[config.mk]
export PLATFORM = sky130hd
export DESIGN_NAME = tcpf_dp
export DESIGN_NICKNAME = d
export VERILOG_FILES = /design/src/rtl/tcpf_pkg.sv /design/src/rtl/tcpf_dp.sv
export SDC_FILE = /design/constraint.sdc
export NUM_CORES = 2
export LEC_CHECK = 0
export BUFFER_PORTS_ARGS = -buffer_cell sky130_fd_sc_hd__buf_2
export CAP_MARGIN = 10
export CELL_PAD_IN_SITES_DETAIL_PLACEMENT = 1
export CELL_PAD_IN_SITES_GLOBAL_PLACEMENT = 1
export CORE_MARGIN = 1.5
export CORE_UTILIZATION = 55
export CTS_BUF_LIST = sky130_fd_sc_hd__clkbuf_16
export DETAILED_ROUTE_END_ITERATION = 8
export HOLD_SLACK_MARGIN = 0.06
export PLACE_DENSITY = 0.9
export SKIP_CTS_REPAIR_TIMING = 1
export SLEW_MARGIN = 20
export SYNTH_ARGS = -nofsm -noshare
export SYNTH_HDL_FRONTEND = slang
export SYNTH_SLANG_ARGS = --single-unit
[constraint.sdc]
create_clock -name clock -period 13.86 [get_ports clock]
set_input_delay 0 -clock clock [delete_from_list [all_inputs] [get_ports clock]]
set_output_delay 0 -clock clock [all_outputs]
set_load 0.02 [all_outputs]
[src/rtl/tcpf_pkg.sv]
`default_nettype none
// ----------------------------------------------------------------------------
// tcpf_pkg
// Shared constants, codes and controller/datapath interface types for the
// time cluster peak finder.
// ----------------------------------------------------------------------------
package tcpf_pkg;

   localparam int MAX_DIGITS    = 64;
   localparam int MAX_RESULTS   = 64;
   localparam int HALF_WINDOW   = 2;
   localparam int EDGE_MIN_SPAN = 2;
   localparam int EDGE_MIN_PEAK = 5;

   localparam int ADDR_W = $clog2(MAX_DIGITS);
   localparam int CNT_W  = ADDR_W + 1;
   localparam int IDX_W  = CNT_W + 1;
   localparam int K_W    = $clog2(MAX_RESULTS + 1);

   localparam int CSR_IDX_W = 2;
   localparam int CSR_DAT_W = 29;

   localparam logic [CSR_IDX_W-1:0] CSR_DECONVOLUTE     = 2'd0;
   localparam logic [CSR_IDX_W-1:0] CSR_IMPROVED_SPLIT  = 2'd1;
   localparam logic [CSR_IDX_W-1:0] CSR_TIME_WINDOW_ON  = 2'd2;
   localparam logic [CSR_IDX_W-1:0] CSR_SINGLE_LIMIT    = 2'd3;

   localparam logic [1:0] FLAG_IGNORED = 2'd0;
   localparam logic [1:0] FLAG_DATA    = 2'd1;
   localparam logic [1:0] FLAG_TRAILER = 2'd2;
   localparam logic [1:0] FLAG_OTHER   = 2'd3;

   localparam logic [1:0] MARK_PLAIN = 2'd0;
   localparam logic [1:0] MARK_PEAK  = 2'd1;
   localparam logic [1:0] MARK_MIN   = 2'd2;
   localparam logic [1:0] MARK_UNDEF = 2'd3;

   typedef struct packed {
      logic              wr_en;
      logic [ADDR_W-1:0] wr_addr;
      logic              hdr_load;
      logic [ADDR_W-1:0] rd_addr;
      logic              acc_clear;
      logic              mul1;
      logic              mul2;
      logic              mul3;
      logic              pt_load;
      logic              frag_make;
      logic              frag_fwd;
      logic              frag_row_q;
      logic              frag_edge;
      logic              frag_split;
      logic              push;
      logic              push_last;
   } cmd_type;

   typedef struct packed {
      logic [15:0] rd_q;
      logic [1:0]  rd_mark;
      logic [1:0]  hdr_flag;
      logic        hdr_edge;
      logic        sum_small;
      logic        out_free;
      logic        deconvolute;
      logic        improved_split;
      logic        time_window_on;
   } status_type;

endpackage
`default_nettype wire

[src/rtl/tcpf_dp.sv]
`default_nettype none
// ----------------------------------------------------------------------------
// tcpf_dp
// Datapath: configuration registers, digit store, bunch header, gained charge
// multiply-accumulate, pending fragment and output register.
// ----------------------------------------------------------------------------
module tcpf_dp (
   input  wire logic                           clock,
   input  wire logic                           reset,
   input  wire logic                           csr_write,
   input  wire logic [tcpf_pkg::CSR_IDX_W-1:0] csr_index,
   input  wire logic [tcpf_pkg::CSR_DAT_W-1:0] csr_wdata,
   input  wire logic [1:0]                     req_bunch_flag,
   input  wire logic [7:0]                     req_row,
   input  wire logic [7:0]                     req_pad,
   input  wire logic                           req_branch,
   input  wire logic                           req_edge_pad,
   input  wire logic [12:0]                    req_gain,
   input  wire logic [15:0]                    req_charge,
   input  wire logic [9:0]                     req_time_bin,
   input  wire logic [1:0]                     req_peak_mark,
   input  wire tcpf_pkg::cmd_type              cmd,
   output tcpf_pkg::status_type                st,
   output logic                                rsp_valid,
   input  wire logic                           rsp_stall,
   output logic [1:0]                          rsp_out_flag,
   output logic [15:0]                         rsp_out_row,
   output logic [7:0]                          rsp_out_pad,
   output logic                                rsp_out_branch,
   output logic                                rsp_edge_cluster,
   output logic [28:0]                         rsp_q_max,
   output logic [34:0]                         rsp_q_sum,
   output logic [44:0]                         rsp_qt_sum,
   output logic [54:0]                         rsp_qtt_sum,
   output logic [9:0]                          rsp_peak_time,
   output logic                                rsp_split_in_time,
   output logic                                rsp_last_of_run
);
   import tcpf_pkg::*;

   logic        dec_ff, imp_ff, win_ff;
   logic [28:0] lim_ff;

   logic [27:0] mem [MAX_DIGITS];
   logic [27:0] rd_ff;

   logic [1:0]  hflag_ff;
   logic [7:0]  hrow_ff, hpad_ff;
   logic        hbr_ff, hedge_ff;
   logic [12:0] hgain_ff;

   logic [28:0] q_ff;
   logic [9:0]  t_ff;
   logic [38:0] qt_ff;
   logic [28:0] qmax_ff;
   logic [34:0] qs_ff;
   logic [44:0] qts_ff;
   logic [54:0] qtts_ff;
   logic [9:0]  pt_ff;

   logic [1:0]  p_flag_ff;
   logic [15:0] p_row_ff;
   logic [7:0]  p_pad_ff;
   logic        p_br_ff, p_edge_ff, p_split_ff;
   logic [28:0] p_qmax_ff;
   logic [34:0] p_qs_ff;
   logic [44:0] p_qt_ff;
   logic [54:0] p_qtt_ff;
   logic [9:0]  p_pt_ff;

   logic        rsp_valid_ff;

   logic [15:0] rd_q;
   logic [9:0]  rd_t;
   logic [28:0] prod1;
   logic [38:0] prod2;
   logic [48:0] prod3;
   logic        out_free;

   assign rd_q     = rd_ff[27:12];
   assign rd_t     = rd_ff[11:2];
   assign prod1    = rd_q * hgain_ff;
   assign prod2    = q_ff * t_ff;
   assign prod3    = qt_ff * t_ff;
   assign out_free = !rsp_valid_ff || !rsp_stall;

   always_comb begin
      st.rd_q           = rd_q;
      st.rd_mark        = rd_ff[1:0];
      st.hdr_flag       = hflag_ff;
      st.hdr_edge       = hedge_ff;
      st.sum_small      = qs_ff < {6'd0, lim_ff};
      st.out_free       = out_free;
      st.deconvolute    = dec_ff;
      st.improved_split = imp_ff;
      st.time_window_on = win_ff;
   end

   always_ff @(posedge clock) begin
      if (reset) begin
         dec_ff <= 1'b0;
         imp_ff <= 1'b0;
         win_ff <= 1'b0;
         lim_ff <= '0;
      end else if (csr_write) begin
         case (csr_index)
            CSR_DECONVOLUTE:    dec_ff <= csr_wdata[0];
            CSR_IMPROVED_SPLIT: imp_ff <= csr_wdata[0];
            CSR_TIME_WINDOW_ON: win_ff <= csr_wdata[0];
            CSR_SINGLE_LIMIT:   lim_ff <= csr_wdata;
            default:            dec_ff <= dec_ff;
         endcase
      end
   end

   always_ff @(posedge clock) begin
      if (cmd.wr_en) begin
         mem[cmd.wr_addr] <= {req_charge, req_time_bin, req_peak_mark};
      end
      rd_ff <= mem[cmd.rd_addr];
   end

   always_ff @(posedge clock) begin
      if (cmd.hdr_load) begin
         hflag_ff <= req_bunch_flag;
         hrow_ff  <= req_row;
         hpad_ff  <= req_pad;
         hbr_ff   <= req_branch;
         hedge_ff <= req_edge_pad;
         hgain_ff <= req_gain;
      end
   end

   // gained charge, then charge*time, then charge*time^2, one product per cycle
   always_ff @(posedge clock) begin
      if (cmd.acc_clear) begin
         qmax_ff <= '0;
         qs_ff   <= '0;
         qts_ff  <= '0;
         qtts_ff <= '0;
      end
      if (cmd.mul1) begin
         q_ff <= prod1;
         t_ff <= rd_t;
      end
      if (cmd.mul2) begin
         qt_ff <= prod2;
      end
      if (cmd.mul3) begin
         if (q_ff > qmax_ff) begin
            qmax_ff <= q_ff;
         end
         qs_ff   <= qs_ff + 35'(q_ff);
         qts_ff  <= qts_ff + 45'(qt_ff);
         qtts_ff <= qtts_ff + 55'(prod3);
      end
      if (cmd.pt_load) begin
         pt_ff <= rd_t;
      end
   end

   always_ff @(posedge clock) begin
      if (cmd.frag_make) begin
         p_flag_ff <= hflag_ff;
         p_row_ff  <= cmd.frag_row_q ? rd_q : {8'd0, hrow_ff};
         p_pad_ff  <= hpad_ff;
         p_br_ff   <= hbr_ff;
         if (cmd.frag_fwd) begin
            p_edge_ff  <= 1'b0;
            p_split_ff <= 1'b0;
            p_qmax_ff  <= '0;
            p_qs_ff    <= '0;
            p_qt_ff    <= '0;
            p_qtt_ff   <= '0;
            p_pt_ff    <= '0;
         end else begin
            p_edge_ff  <= cmd.frag_edge;
            p_split_ff <= cmd.frag_split;
            p_qmax_ff  <= qmax_ff;
            p_qs_ff    <= qs_ff;
            p_qt_ff    <= qts_ff;
            p_qtt_ff   <= qtts_ff;
            p_pt_ff    <= pt_ff;
         end
      end
      if (cmd.push) begin
         rsp_out_flag      <= p_flag_ff;
         rsp_out_row       <= p_row_ff;
         rsp_out_pad       <= p_pad_ff;
         rsp_out_branch    <= p_br_ff;
         rsp_edge_cluster  <= p_edge_ff;
         rsp_q_max         <= p_qmax_ff;
         rsp_q_sum         <= p_qs_ff;
         rsp_qt_sum        <= p_qt_ff;
         rsp_qtt_sum       <= p_qtt_ff;
         rsp_peak_time     <= p_pt_ff;
         rsp_split_in_time <= p_split_ff;
         rsp_last_of_run   <= cmd.push_last;
      end
   end

   always_ff @(posedge clock) begin
      if (reset) begin
         rsp_valid_ff <= 1'b0;
      end else if (cmd.push) begin
         rsp_valid_ff <= 1'b1;
      end else if (!rsp_stall) begin
         rsp_valid_ff <= 1'b0;
      end
   end

   assign rsp_valid = rsp_valid_ff;

   // a held item must never be overwritten
   a_push_free: assert property (@(posedge clock) disable iff (reset)
      cmd.push |-> out_free) else $error("push onto a held item");

endmodule
`default_nettype wire

==> flow_summary.json <==
{
  "synthMostInstantiatedCell": "edfxtp_1",
  "synth_ff_type": "edfxtp_1",
  "gp_congestion": 0.890,
  "synth_edf_count": 2455,
  "die_h_um": 485,
  "htreeDepth": 5,
  "ys_seq_area_frac": 0.592,
  "crit_path_start_kind": "flop",
  "drc_errors": 0,
  "regArea_mm2": 0.0755,
  "vias": 79800,
  "post_drt_via_cell_ratio": 6.66,
  "antenna_left": 0,
  "area_growth_pct": 12.4,
  "crit_arrival_ns": 7.81,
  "ys_seq_elements": 2545,
  "initial_core_util": 0.554,
  "hold_class": "primary input to flop",
  "skew_ns": 0.121,
  "multi_input_area_mm2": 0.0475,
  "post_drt_wl_per_cell_um": 36.3,
  "grt_first_pass_wirelength_um": 584000,
  "cts-root-buf": "clkbuf_16",
  "maxSlewHeadroom": 0.135,
  "antenna_found_initial": 30,
  "io_buffers": 352,
  "hpwl_um": 233000,
  "grt_overflow": 0,
  "globalRouteTotalUtil": 0.344,
  "wl_um": 436000,
  "synthTopCellsByCount": "2455 x edfxtp_1, 860 x inv_1, 713 x fa_1",
  "cts_buffer_depth": 4,
  "max_freq_ghz": 0.138,
  "clock-sinks": 2545,
  "grt_start_max_net_pins": 157,
  "synthesis.area_mm2": 0.128,
  "critPathRequiredTime_ns": 14.45,
  "synthArstFlopShare": 0,
  "die_area_mm2": 0.235,
  "avgSynthCellArea_um2": 15.5,
  "finalHoldViolations": 0,
  "worst_setup_path_end_kind": "flop",
  "setup_viol": 0,
  "row_count": 176,
  "syn-num-nets": 9423,
  "die_x_um": 485,
  "fin_nets": 9947,
  "coreArea_mm2": 0.230,
  "n_fill_cell": 20600,
  "firstDrtPassIters": 6,
  "outcome": "finished, final reports clean",
  "tightest_slew_ns": 1.30,
  "insertion_delay_ns": 0.99,
  "grt_pass1_vias": 84100,
  "ys_types": 82,
  "drt_iter0_markers": 11300,
  "crit_fanout": 68,
  "drive_above_1_share": 0.170,
  "clk_pin_slew_worst_paths_ns": 0.09,
  "io-pin-count": 353,
  "cts_tree": "built",
  "syn_inst": 8226,
  "rsz0062_at_grt": "no",
  "layout_min_cycle_time_ns": 7.22,
  "synthTopCellsByArea": "edfxtp_1 58%, fa_1 11%, mux4_2 10%, ha_1 3.5%, inv_1 2.5%",
  "synth_top_cell_by_area": "edfxtp_1",
  "final_max_slew_viol_count": 0,
  "layout_worst_path_cycle_share": 0.521,
  "setup_tns_ns": 0,
  "cts_made_buffers": 276,
  "synth_top_area_share": 0.578,
  "path_class": "flop to flop",
  "yosys_warnings": 0,
  "maxCapViolCount": 0
}
==> critical path, stage by stage, from the launching register on <==
cell,delay [ns]
edfxtp_1,0.39
buf_4,0.69
nand2_1,0.22
fa_1,0.60
inv_1,0.06
fa_1,0.48
fa_1,0.52
fa_1,0.50
inv_1,0.05
fa_1,0.51
inv_1,0.05
ha_1,0.37
a21oi_1,0.23
nand2_1,0.09
a221oi_1,0.42
nand4b_1,0.42
nand3_1,0.26
a31oi_1,0.17
o21ai_1,0.49
a21o_1,0.20
a21oi_1,0.06
==> metrics by stage <==
step	hold slack, ns	cells	area (um^2)	setup slack [ns]	utilization
2_1_floorplan	0.0989	8226	128000	7.81	-
3_3_place_gp	0.177	11300	133000	7.11	0.576
3_5_place_dp	0.180	11300	133000	6.96	0.576
4_1_cts	-0.853	11800	141000	6.81	0.613
5_1_grt	0.0475	12000	143000	6.34	0.623
6_report	0.118	12000	143000	6.64	0.623
==> cell usage in the layout (no fill, tap or decap), types with 134 or more instances in the layout <==
cell type      netlist  layout
a21o_1             134     134
a21oi_1            237     237
and2_1             398     398
buf_2               59     320
buf_4               25     136
clkbuf_16            0     282
dlygate4sd3_1        0     215
edfxtp_1          2455    2455
fa_1               713     713
ha_1               362     362
inv_1              860     914
mux4_2             571     571
nand2_1            706     706
nor2_1             321     259
nor2b_1            168     168
==> cell families after synthesis <==
logic type,count (synthesis),synth area share
and+or+nand+nor,1839,0.0698
DFF,2545,0.592
xor gates and xnor gates,150,0.0103
adders and majority gates,1075,0.147
AOI/OAI and AO/OA,683,0.0349
muxes,638,0.106
buffers and inverters,1296,0.0395
==> flip-flops by register name, summed over array words and instances, names as in the netlist, 28 cells and up <==
signal / flops
lim_ff: 29
mem: 1792
p_qmax_ff: 29
p_qs_ff: 35
p_qt_ff: 45
p_qtt_ff: 55
q_ff: 29
qmax_ff: 29
qs_ff: 35
qt_ff: 39
qts_ff: 45
qtts_ff: 55
rd_ff: 28
rsp_q_max: 29
rsp_q_sum: 35
rsp_qt_sum: 45
rsp_qtt_sum: 55
==> layout make-up <==
cell class | instances | area share
sequential | 2545 | 0.526
multi-input combinational | 4385 | 0.331
clock buffer | 282 | 0.0492
timing repair buffer | 682 | 0.0347
tap | 3026 | 0.0264
inverter | 860 | 0.0225
clock inverter | 192 | 0.00922
antenna | 19 | 0.000331
==> per-layer routing <==
metal  share of wire  global-route usage  vias up
li1                -                   -    30600
met1            0.32               0.410    41100
met2            0.50               0.587     6343
met3            0.10              0.0626     1788
met4           0.075               0.200       10
met5         0.00018                   0        -
==> final timing paths <==
check,slack (ns),depth (start not counted),start,endpoint
worst min-delay path,0.12,3,cmd[20],mem[52][0]$_DFFE_PP_
worst max register to register,6.64,20,t_ff[1]$_DFFE_PP_,qtts_ff[46]$_SDFFCE_PN0P_
worst min register to register,0.39,0,p_pad_ff[2]$_DFFE_PP_,rsp_out_pad[2]$_DFFE_PP_
worst max-delay path,6.64,20,t_ff[1]$_DFFE_PP_,qtts_ff[46]$_SDFFCE_PN0P_
Power is left out: the tool's default activity adds up to more than one toggle a clock period on the data nets, which glitch-free logic cannot reach.
