--- src/rtl/tcpf_pkg.sv ---
`default_nettype none
// ----------------------------------------------------------------------------
// tcpf_pkg
// Shared constants, codes and controller/datapath interface types for the
// time cluster peak finder.
// ----------------------------------------------------------------------------
package tcpf_pkg;

   localparam int MAX_DIGITS    = 64;
   localparam int MAX_RESULTS   = 64;
   localparam int HALF_WINDOW   = 2;
   localparam int EDGE_MIN_SPAN = 2;
   localparam int EDGE_MIN_PEAK = 5;

   localparam int ADDR_W = $clog2(MAX_DIGITS);
   localparam int CNT_W  = ADDR_W + 1;
   localparam int IDX_W  = CNT_W + 1;
   localparam int K_W    = $clog2(MAX_RESULTS + 1);

   localparam int CSR_IDX_W = 2;
   localparam int CSR_DAT_W = 29;

   localparam logic [CSR_IDX_W-1:0] CSR_DECONVOLUTE     = 2'd0;
   localparam logic [CSR_IDX_W-1:0] CSR_IMPROVED_SPLIT  = 2'd1;
   localparam logic [CSR_IDX_W-1:0] CSR_TIME_WINDOW_ON  = 2'd2;
   localparam logic [CSR_IDX_W-1:0] CSR_SINGLE_LIMIT    = 2'd3;

   localparam logic [1:0] FLAG_IGNORED = 2'd0;
   localparam logic [1:0] FLAG_DATA    = 2'd1;
   localparam logic [1:0] FLAG_TRAILER = 2'd2;
   localparam logic [1:0] FLAG_OTHER   = 2'd3;

   localparam logic [1:0] MARK_PLAIN = 2'd0;
   localparam logic [1:0] MARK_PEAK  = 2'd1;
   localparam logic [1:0] MARK_MIN   = 2'd2;
   localparam logic [1:0] MARK_UNDEF = 2'd3;

   typedef struct packed {
      logic              wr_en;
      logic [ADDR_W-1:0] wr_addr;
      logic              hdr_load;
      logic [ADDR_W-1:0] rd_addr;
      logic              acc_clear;
      logic              mul1;
      logic              mul2;
      logic              mul3;
      logic              pt_load;
      logic              frag_make;
      logic              frag_fwd;
      logic              frag_row_q;
      logic              frag_edge;
      logic              frag_split;
      logic              push;
      logic              push_last;
   } cmd_type;

   typedef struct packed {
      logic [15:0] rd_q;
      logic [1:0]  rd_mark;
      logic [1:0]  hdr_flag;
      logic        hdr_edge;
      logic        sum_small;
      logic        out_free;
      logic        deconvolute;
      logic        improved_split;
      logic        time_window_on;
   } status_type;

endpackage
`default_nettype wire

--- src/rtl/tcpf_ctrl.sv ---
`default_nettype none
// ----------------------------------------------------------------------------
// tcpf_ctrl
// Controller: digit loading, peak search, cluster bounding and fragment
// sequencing for one bunch at a time.
// ----------------------------------------------------------------------------
module tcpf_ctrl (
   input  wire logic                 clock,
   input  wire logic                 reset,
   input  wire logic                 req_valid,
   input  wire logic                 req_last,
   output logic                      req_stall,
   input  wire tcpf_pkg::status_type st,
   output tcpf_pkg::cmd_type         cmd
);
   import tcpf_pkg::*;

   typedef enum logic [4:0] {
      S_IDLE, S_DISPATCH, S_LOOP, S_PREQ, S_PCHK, S_PEAK, S_MREQ, S_MCHK,
      S_LOREQ, S_LOCHK, S_SREQ, S_SCHK, S_LAREQ, S_LACHK, S_BOUND, S_TREQ,
      S_TLAT, S_AREQ, S_AM1, S_AM2, S_AM3, S_CHECK, S_FRAG, S_FWDREQ, S_FWD,
      S_END
   } state_type;

   localparam logic [IDX_W-1:0] HW = IDX_W'(HALF_WINDOW);

   state_type        state_ff;
   logic [CNT_W-1:0] cnt_ff;
   logic [IDX_W-1:0] idx_ff, ip_ff, i0_ff, iend_ff, j_ff;
   logic [1:0]       off_ff;
   logic [15:0]      qp_ff;
   logic             dec_ff, was_ff, split_ff, pend_ff;
   logic [K_W-1:0]   k_ff;

   logic             accept;
   logic [IDX_W-1:0] n, idx_p1, ip_p2, ip_p3, i0_p2, la_addr, win_lo, fb_idx;
   logic             frag_go;

   assign n       = IDX_W'(cnt_ff);
   assign accept  = req_valid && (state_ff == S_IDLE);
   assign idx_p1  = idx_ff + 1'b1;
   assign ip_p2   = ip_ff + HW;
   assign ip_p3   = ip_p2 + 1'b1;
   assign i0_p2   = i0_ff + HW;
   assign la_addr = idx_ff + IDX_W'(off_ff);
   assign win_lo  = (ip_ff > i0_p2) ? (ip_ff - HW) : i0_ff;
   // no marked peak ahead: step over one or two digits, or none at the end of the store
   assign fb_idx  = (idx_p1 < n) ? (idx_ff + 2'd2) : ((idx_ff < n) ? idx_p1 : idx_ff);
   assign frag_go = !pend_ff || st.out_free;

   assign req_stall = (state_ff != S_IDLE);

   always_comb begin
      cmd          = '0;
      cmd.wr_en    = accept && (cnt_ff < CNT_W'(MAX_DIGITS));
      cmd.wr_addr  = cnt_ff[ADDR_W-1:0];
      cmd.hdr_load = accept && (cnt_ff == '0);
      case (state_ff)
         S_LOREQ, S_AREQ: cmd.rd_addr = j_ff[ADDR_W-1:0];
         S_LAREQ:         cmd.rd_addr = la_addr[ADDR_W-1:0];
         S_TREQ:          cmd.rd_addr = ip_ff[ADDR_W-1:0];
         S_FWDREQ:        cmd.rd_addr = '0;
         default:         cmd.rd_addr = idx_ff[ADDR_W-1:0];
      endcase
      cmd.frag_edge  = st.hdr_edge && (iend_ff > i0_ff + IDX_W'(EDGE_MIN_SPAN))
                       && (qp_ff > 16'(EDGE_MIN_PEAK));
      cmd.frag_split = split_ff;
      cmd.frag_row_q = (st.hdr_flag == FLAG_TRAILER) && (cnt_ff == CNT_W'(1));
      case (state_ff)
         S_LOOP: cmd.acc_clear = 1'b1;
         S_TLAT: cmd.pt_load   = 1'b1;
         S_AM1:  cmd.mul1      = 1'b1;
         S_AM2:  cmd.mul2      = 1'b1;
         S_AM3:  cmd.mul3      = 1'b1;
         S_FRAG: begin
            cmd.frag_make = frag_go;
            cmd.push      = frag_go && pend_ff;
         end
         S_FWD: begin
            cmd.frag_make = frag_go;
            cmd.frag_fwd  = 1'b1;
            cmd.push      = frag_go && pend_ff;
         end
         S_END: begin
            cmd.push      = pend_ff && st.out_free;
            cmd.push_last = 1'b1;
         end
         default: cmd.push_last = 1'b0;
      endcase
   end

   always_ff @(posedge clock) begin
      if (reset) begin
         state_ff <= S_IDLE;
         cnt_ff   <= '0;
         pend_ff  <= 1'b0;
         k_ff     <= '0;
      end else begin
         case (state_ff)
            S_IDLE: begin
               if (accept) begin
                  if (cnt_ff < CNT_W'(MAX_DIGITS)) begin
                     cnt_ff <= cnt_ff + 1'b1;
                  end
                  if (req_last) begin
                     state_ff <= S_DISPATCH;
                  end
               end
            end
            S_DISPATCH: begin
               idx_ff <= '0;
               was_ff <= 1'b0;
               k_ff   <= '0;
               if (st.hdr_flag == FLAG_IGNORED) begin
                  state_ff <= S_END;
               end else if (st.hdr_flag == FLAG_DATA) begin
                  state_ff <= S_LOOP;
               end else begin
                  state_ff <= S_FWDREQ;
               end
            end
            S_LOOP: begin
               i0_ff  <= idx_ff;
               ip_ff  <= idx_ff;
               qp_ff  <= '0;
               dec_ff <= 1'b0;
               if ((k_ff == K_W'(MAX_RESULTS)) || (idx_ff >= n)) begin
                  state_ff <= S_END;
               end else begin
                  state_ff <= S_PREQ;
               end
            end
            S_PREQ: state_ff <= (idx_ff >= n) ? S_PEAK : S_PCHK;
            S_PCHK: begin
               idx_ff <= idx_p1;
               if (st.rd_mark != MARK_PEAK) begin
                  state_ff <= S_PREQ;
               end else if (st.deconvolute) begin
                  ip_ff    <= idx_ff;
                  qp_ff    <= st.rd_q;
                  state_ff <= S_PEAK;
               end else begin
                  if (st.rd_q > qp_ff) begin
                     qp_ff <= st.rd_q;
                     ip_ff <= idx_ff;
                  end
                  state_ff <= S_PREQ;
               end
            end
            S_PEAK: begin
               if (qp_ff == '0) begin
                  state_ff <= S_END;
               end else if (!st.deconvolute) begin
                  idx_ff   <= n;
                  state_ff <= S_BOUND;
               end else if (!st.time_window_on) begin
                  state_ff <= S_MREQ;
               end else if (st.improved_split) begin
                  was_ff   <= 1'b0;
                  j_ff     <= win_lo;
                  state_ff <= S_LOREQ;
               end else begin
                  off_ff   <= 2'd1;
                  state_ff <= S_LAREQ;
               end
            end
            S_MREQ: state_ff <= (idx_ff >= n) ? S_BOUND : S_MCHK;
            S_MCHK: begin
               idx_ff <= idx_p1;
               if (st.rd_mark != MARK_PLAIN) begin
                  dec_ff   <= (idx_p1 < n);
                  state_ff <= S_BOUND;
               end else begin
                  state_ff <= S_MREQ;
               end
            end
            S_LOREQ: state_ff <= (j_ff >= ip_ff) ? S_SREQ : S_LOCHK;
            S_LOCHK: begin
               if (st.rd_mark == MARK_MIN) begin
                  i0_ff  <= j_ff + 1'b1;
                  was_ff <= 1'b1;
               end
               j_ff     <= j_ff + 1'b1;
               state_ff <= S_LOREQ;
            end
            S_SREQ: begin
               if (idx_ff >= n) begin
                  state_ff <= S_BOUND;
               end else if (idx_ff == ip_p2) begin
                  idx_ff   <= idx_p1;
                  state_ff <= S_BOUND;
               end else begin
                  state_ff <= S_SCHK;
               end
            end
            S_SCHK: begin
               idx_ff <= idx_p1;
               if (st.rd_mark == MARK_MIN) begin
                  dec_ff   <= (idx_p1 != n);
                  state_ff <= S_BOUND;
               end else begin
                  state_ff <= S_SREQ;
               end
            end
            S_LAREQ: begin
               if (la_addr < n) begin
                  state_ff <= S_LACHK;
               end else begin
                  idx_ff   <= fb_idx;
                  state_ff <= S_BOUND;
               end
            end
            S_LACHK: begin
               if (st.rd_mark == MARK_PEAK) begin
                  idx_ff   <= (off_ff == 2'd3) ? idx_ff + 2'd2 : idx_p1;
                  dec_ff   <= 1'b1;
                  state_ff <= S_BOUND;
               end else if (off_ff == 2'd3) begin
                  idx_ff   <= fb_idx;
                  state_ff <= S_BOUND;
               end else begin
                  off_ff   <= off_ff + 1'b1;
                  state_ff <= S_LAREQ;
               end
            end
            S_BOUND: begin
               if (st.time_window_on) begin
                  i0_ff   <= win_lo;
                  j_ff    <= win_lo;
                  iend_ff <= (idx_ff > ip_p3) ? ip_p3 : idx_ff;
               end else begin
                  j_ff    <= i0_ff;
                  iend_ff <= idx_ff;
               end
               split_ff <= was_ff || dec_ff;
               was_ff   <= dec_ff;
               state_ff <= S_TREQ;
            end
            S_TREQ: state_ff <= S_TLAT;
            S_TLAT: state_ff <= S_AREQ;
            S_AREQ: state_ff <= ((j_ff >= iend_ff) || (j_ff >= n)) ? S_CHECK : S_AM1;
            S_AM1:  state_ff <= S_AM2;
            S_AM2:  state_ff <= S_AM3;
            S_AM3: begin
               j_ff     <= j_ff + 1'b1;
               state_ff <= S_AREQ;
            end
            S_CHECK: begin
               // a lone digit below the limit ends the bunch without an item
               if ((cnt_ff == CNT_W'(1)) && st.sum_small) begin
                  state_ff <= S_END;
               end else begin
                  state_ff <= S_FRAG;
               end
            end
            S_FRAG: begin
               if (frag_go) begin
                  pend_ff  <= 1'b1;
                  k_ff     <= k_ff + 1'b1;
                  state_ff <= S_LOOP;
               end
            end
            S_FWDREQ: state_ff <= S_FWD;
            S_FWD: begin
               if (frag_go) begin
                  pend_ff  <= 1'b1;
                  state_ff <= S_END;
               end
            end
            S_END: begin
               if (!pend_ff || st.out_free) begin
                  pend_ff  <= 1'b0;
                  cnt_ff   <= '0;
                  state_ff <= S_IDLE;
               end
            end
            default: state_ff <= S_IDLE;
         endcase
      end
   end

   a_cnt_bound: assert property (@(posedge clock) disable iff (reset)
      cnt_ff <= CNT_W'(MAX_DIGITS)) else $error("digit count past store depth");

   a_k_bound: assert property (@(posedge clock) disable iff (reset)
      k_ff <= K_W'(MAX_RESULTS)) else $error("too many items for one bunch");

   a_idle_flushed: assert property (@(posedge clock) disable iff (reset)
      (state_ff == S_IDLE) |-> !pend_ff) else $error("pending item left at idle");

   a_end_clears: assert property (@(posedge clock) disable iff (reset)
      (state_ff == S_END && !pend_ff) |=> (cnt_ff == '0))
      else $error("digit count not cleared after bunch");

endmodule
`default_nettype wire

--- config.mk ---
export PLATFORM = sky130hd
export DESIGN_NAME = tcpf_ctrl
export DESIGN_NICKNAME = d
export VERILOG_FILES = /design/src/rtl/tcpf_pkg.sv /design/src/rtl/tcpf_ctrl.sv
export SDC_FILE = /design/constraint.sdc
export NUM_CORES = 1
export LEC_CHECK = 0
export BUFFER_PORTS_ARGS = -buffer_cell sky130_fd_sc_hd__buf_2
export CORE_AREA = 3 3 124 126
export DETAILED_ROUTE_END_ITERATION = 8
export DIE_AREA = 0 0 127 129
export GPL_TIMING_DRIVEN = 0
export PLACE_DENSITY = 0.78
export SYNTH_ARGS = -nofsm -noshare
export SYNTH_HDL_FRONTEND = slang
export SYNTH_SLANG_ARGS = --single-unit
--- constraint.sdc ---
create_clock -name clock -period 3.3 [get_ports clock]
set_clock_uncertainty 0.05 [all_clocks]
set_input_delay 0.66 -clock clock [delete_from_list [all_inputs] [get_ports clock]]
set_output_delay 0.66 -clock clock [all_outputs]
set_load 0.005 [all_outputs]
==> impl_metrics.toml <==
[logic_synthesis]
synth_warnings = 0
synth_seq_area_share_pct = 27.2
syn_nets = 1062
netlist.area_leader.share_pct = 22.3
synth_enable_flop_cells = 61
synth.area.top_cells = "edfxtp_1 22%, ha_1 15%, dfxtp_1 4.9%"
synth_area_leader_cell = "edfxtp_1"
async_flop_share_pct = 0
synthesis.area_sq_um = 8200
postSynthCellCount = 932
avgSynthCellArea_sq_um = 8.80
synth_ff_type = "edfxtp_1"
synth_cell_type_count = 86
synth_seq_cells = 81

[sta]
slew_headroom_pct = 34.7
setup_viol = 0
finalWorstSetupSlack_ps = 102
period_share_pct = 96.9
maxSlewViolCount = 0
hold_viol = 0
fin_tns_setup_ps = 0
clock.fmax_mhz = 313
min_period_ps = 3200
worst_pin_slew_ps = 975

[die]
die_h_microns = 129
rows = 44
num_io_pins = 57
chipWidth_microns = 127
dieArea_sq_um = 16400
initial_utilization_pct = 56.9
core_sq_um = 14400

[flow_run]
drv_cap = 0

[clock_network]
cts_buffers = 9
cts-root-buf = "clkbuf_16"
cts_hold_buf = 0
cts_tree = "yes"
cts_buffer_depth = 2
cts_sinks = 81
clk_latency_ps = 360
clkTransAtPathRegs_ps = 70
h-tree-depth = 3

[cells_and_area]
drive_gt1_share_pct = 17.2
final_util_pct = 64.0
seq_area_sq_um = 2230
n_fill_cell = 1266
num-nets-final = 1145
area_delta_synth_final_pct = 12.5
final_common_cell = "ha_1"
mostFrequentLayoutCells = "97 x ha_1, 70 x nor2_1, 67 x buf_2, 61 x inv_1, 61 x edfxtp_1"
diodes = 0
fin_cells = 1204
multi_input_comb_area_sq_um = 5550

[worst_setup_path]
worstPathArrival_ps = 3240
path_cells = "buf_4 > ha_2 > xor2_2 > and3_4 > nand2_1 > nor2_1 > xor2_1 > ha_1 > nor2b_1 > o21ai_0 > nand2b_1 > o221a_4 > mux2i_1"
worst-path-buf-inv = 1
r2r-start = "ip_ff[1]$_DFFE_PP_"
critPathMaxStageDelay_ps = 450
critPathLaunchType = "flip-flop"
r2r-end = "iend_ff[7]$_DFFE_PP_"
crit_path_end = "iend_ff[7]$_DFFE_PP_"
path_depth = 13
path_max_fanout = 8
r2r_cells = 13
slowest_stage = "edfxtp_1"
worstSetupPathType = "reg -> reg"
cpLargestDelayFamily = "simple AND/OR/NAND/NOR gates"
crit_start = "ip_ff[1]$_DFFE_PP_"
r2r_slack_ps = 100
critPathRequiredTime_ps = 3340
endpoint_kind = "flip-flop"

[power_and_ir_drop]
finalPower_w = 0.00525
ir_worst_vdd_mv = 0.306
power_per_cell_area_nw_per_um2 = 568
leakagePower_nw = 3.84

[status]
outcome = "completed"

[placement]
portBuffers = 55
routabilityCongestion = 1.00
dp_cells = 1171
dp_hpwl_microns = 19400
dp_slack_ps = -349

[detailed_routing]
drt_iter0_markers = 880
postRouteWirelength_microns = 25400
antenna_left = 0
drc = 0
firstDrtPassIters = 5
vias = 7845
via_per_inst = 6.52
wl_per_cell_microns = 21.1

[global_routing]
grt_usage_pct = 30.8
grt_pass1_wl_microns = 39300
grt_antenna_before_repair = 0
grt.overflow.total = 0
grt_max_degree = 25
grt_pass1_vias = 7480

[min_path]
hold_class = "reg -> reg"
## synthesized netlist by cell type, types with 4 or more instances
| cell | instances |
|---|---|
| ha_1 | 99 |
| nor2_1 | 71 |
| inv_1 | 62 |
| edfxtp_1 | 61 |
| nand2_1 | 52 |
| a21oi_1 | 47 |
| nand3_1 | 43 |
| xnor2_1 | 37 |
| o21ai_0 | 35 |
| mux2i_1 | 22 |
| and2_1 | 21 |
| dfxtp_1 | 20 |
| nand4_1 | 20 |
| o211ai_1 | 20 |
| xor2_1 | 18 |
| nor2b_1 | 17 |
| nor3_1 | 17 |
| buf_2 | 16 |
| a21o_1 | 14 |
| buf_4 | 14 |
| nand2b_1 | 14 |
| a211oi_1 | 13 |
| o21a_1 | 12 |
| a22oi_1 | 10 |
| and3_1 | 10 |
| clkbuf_1 | 9 |
| nor3b_1 | 9 |
| a222oi_1 | 7 |
| or2_2 | 7 |
| a31oi_1 | 6 |
| o21bai_1 | 6 |
| o22ai_1 | 6 |
| and4_1 | 5 |
| nor2_2 | 5 |
| nor4_1 | 5 |
| or3_1 | 5 |
| a2111oi_0 | 4 |
| a211o_1 | 4 |
| a311oi_1 | 4 |
| a31o_2 | 4 |
| and4b_1 | 4 |
| nand3b_1 | 4 |
| nand4b_1 | 4 |
| o31ai_1 | 4 |
## logic make-up (layout without fill, tap and decap cells)
family          after synthesis  after routing  synth area share, %
compound gates              230            230                 19.7
flops                        81             81                 27.2
mux                          22             22                 2.68
xor+xnor                     57             57                 6.42
buf+inv                     106            194                 6.01
fa+ha+maj                   100            100                 15.3
simple gates                336            336                 22.7
## power by group
group	switching [W]	internal, W
Sequential	0.000150	0.00128
Combinational	0.00173	0.00111
Clock	0.000459	0.000513
## worst register-to-register path: stages, from the launching register on
cell	delay, ps
edfxtp_1	450
buf_4	180
ha_2	220
xor2_2	280
and3_4	240
nand2_1	50
nor2_1	120
xor2_1	240
ha_1	290
nor2b_1	130
o21ai_0	160
nand2b_1	90
o221a_4	300
mux2i_1	150
## final cells by class
class / count / area share, %
repair buffers: 74 / 4.66
multi-input cells: 745 / 60.2
flip-flops and latches: 81 / 24.2
inverters: 63 / 2.64
clock inverters: 6 / 0.475
well taps: 184 / 2.49
clock buffers: 10 / 2.48
plain buffers: 41 / 2.90
## stage by stage
step	hold WS (ps)	cell area [sq um]
finish	443	9230
global placement	430	8710
detailed placement	437	8710
floorplan	407	8200
global route	464	9230
CTS	445	9100
## what timing repair did
item / 4_1_cts / 5_1_grt
gates resized for setup: 6 / 23
pin swaps: 0 / 4
endpoints found under the setup margin: 24 / 57
gates cloned: 0 / 0
setup buffers: 12 / 7
## worst min-delay path by stage
stage	startpoint	to	slack [ps]	cells after the start
after floorplan	k_ff[1]$_SDFFE_PP0P_	k_ff[1]$_SDFFE_PP0P_	410	2
after global placement	k_ff[1]$_SDFFE_PP0P_	k_ff[1]$_SDFFE_PP0P_	430	2
after detailed placement	k_ff[1]$_SDFFE_PP0P_	k_ff[1]$_SDFFE_PP0P_	440	2
after CTS	k_ff[1]$_SDFFE_PP0P_	k_ff[1]$_SDFFE_PP0P_	440	2
after global routing	k_ff[1]$_SDFFE_PP0P_	k_ff[1]$_SDFFE_PP0P_	460	2
final	k_ff[1]$_SDFFE_PP0P_	k_ff[1]$_SDFFE_PP0P_	440	2
## sequential cells by signal (all words and copies together) (netlist names), 7 cells and up
register	cells
i0_ff	8
k_ff	7
qp_ff	16
ip_ff	8
idx_ff	8
j_ff	8
iend_ff	8
cnt_ff	7
## layer usage
metal	wire (microns)	GRT usage (%)
met1	10600	40.2
met2	11700	50.1
met3	2120	5.02
met4	1010	14.6
met5	0	0
(Power assumes the default switching activity.)
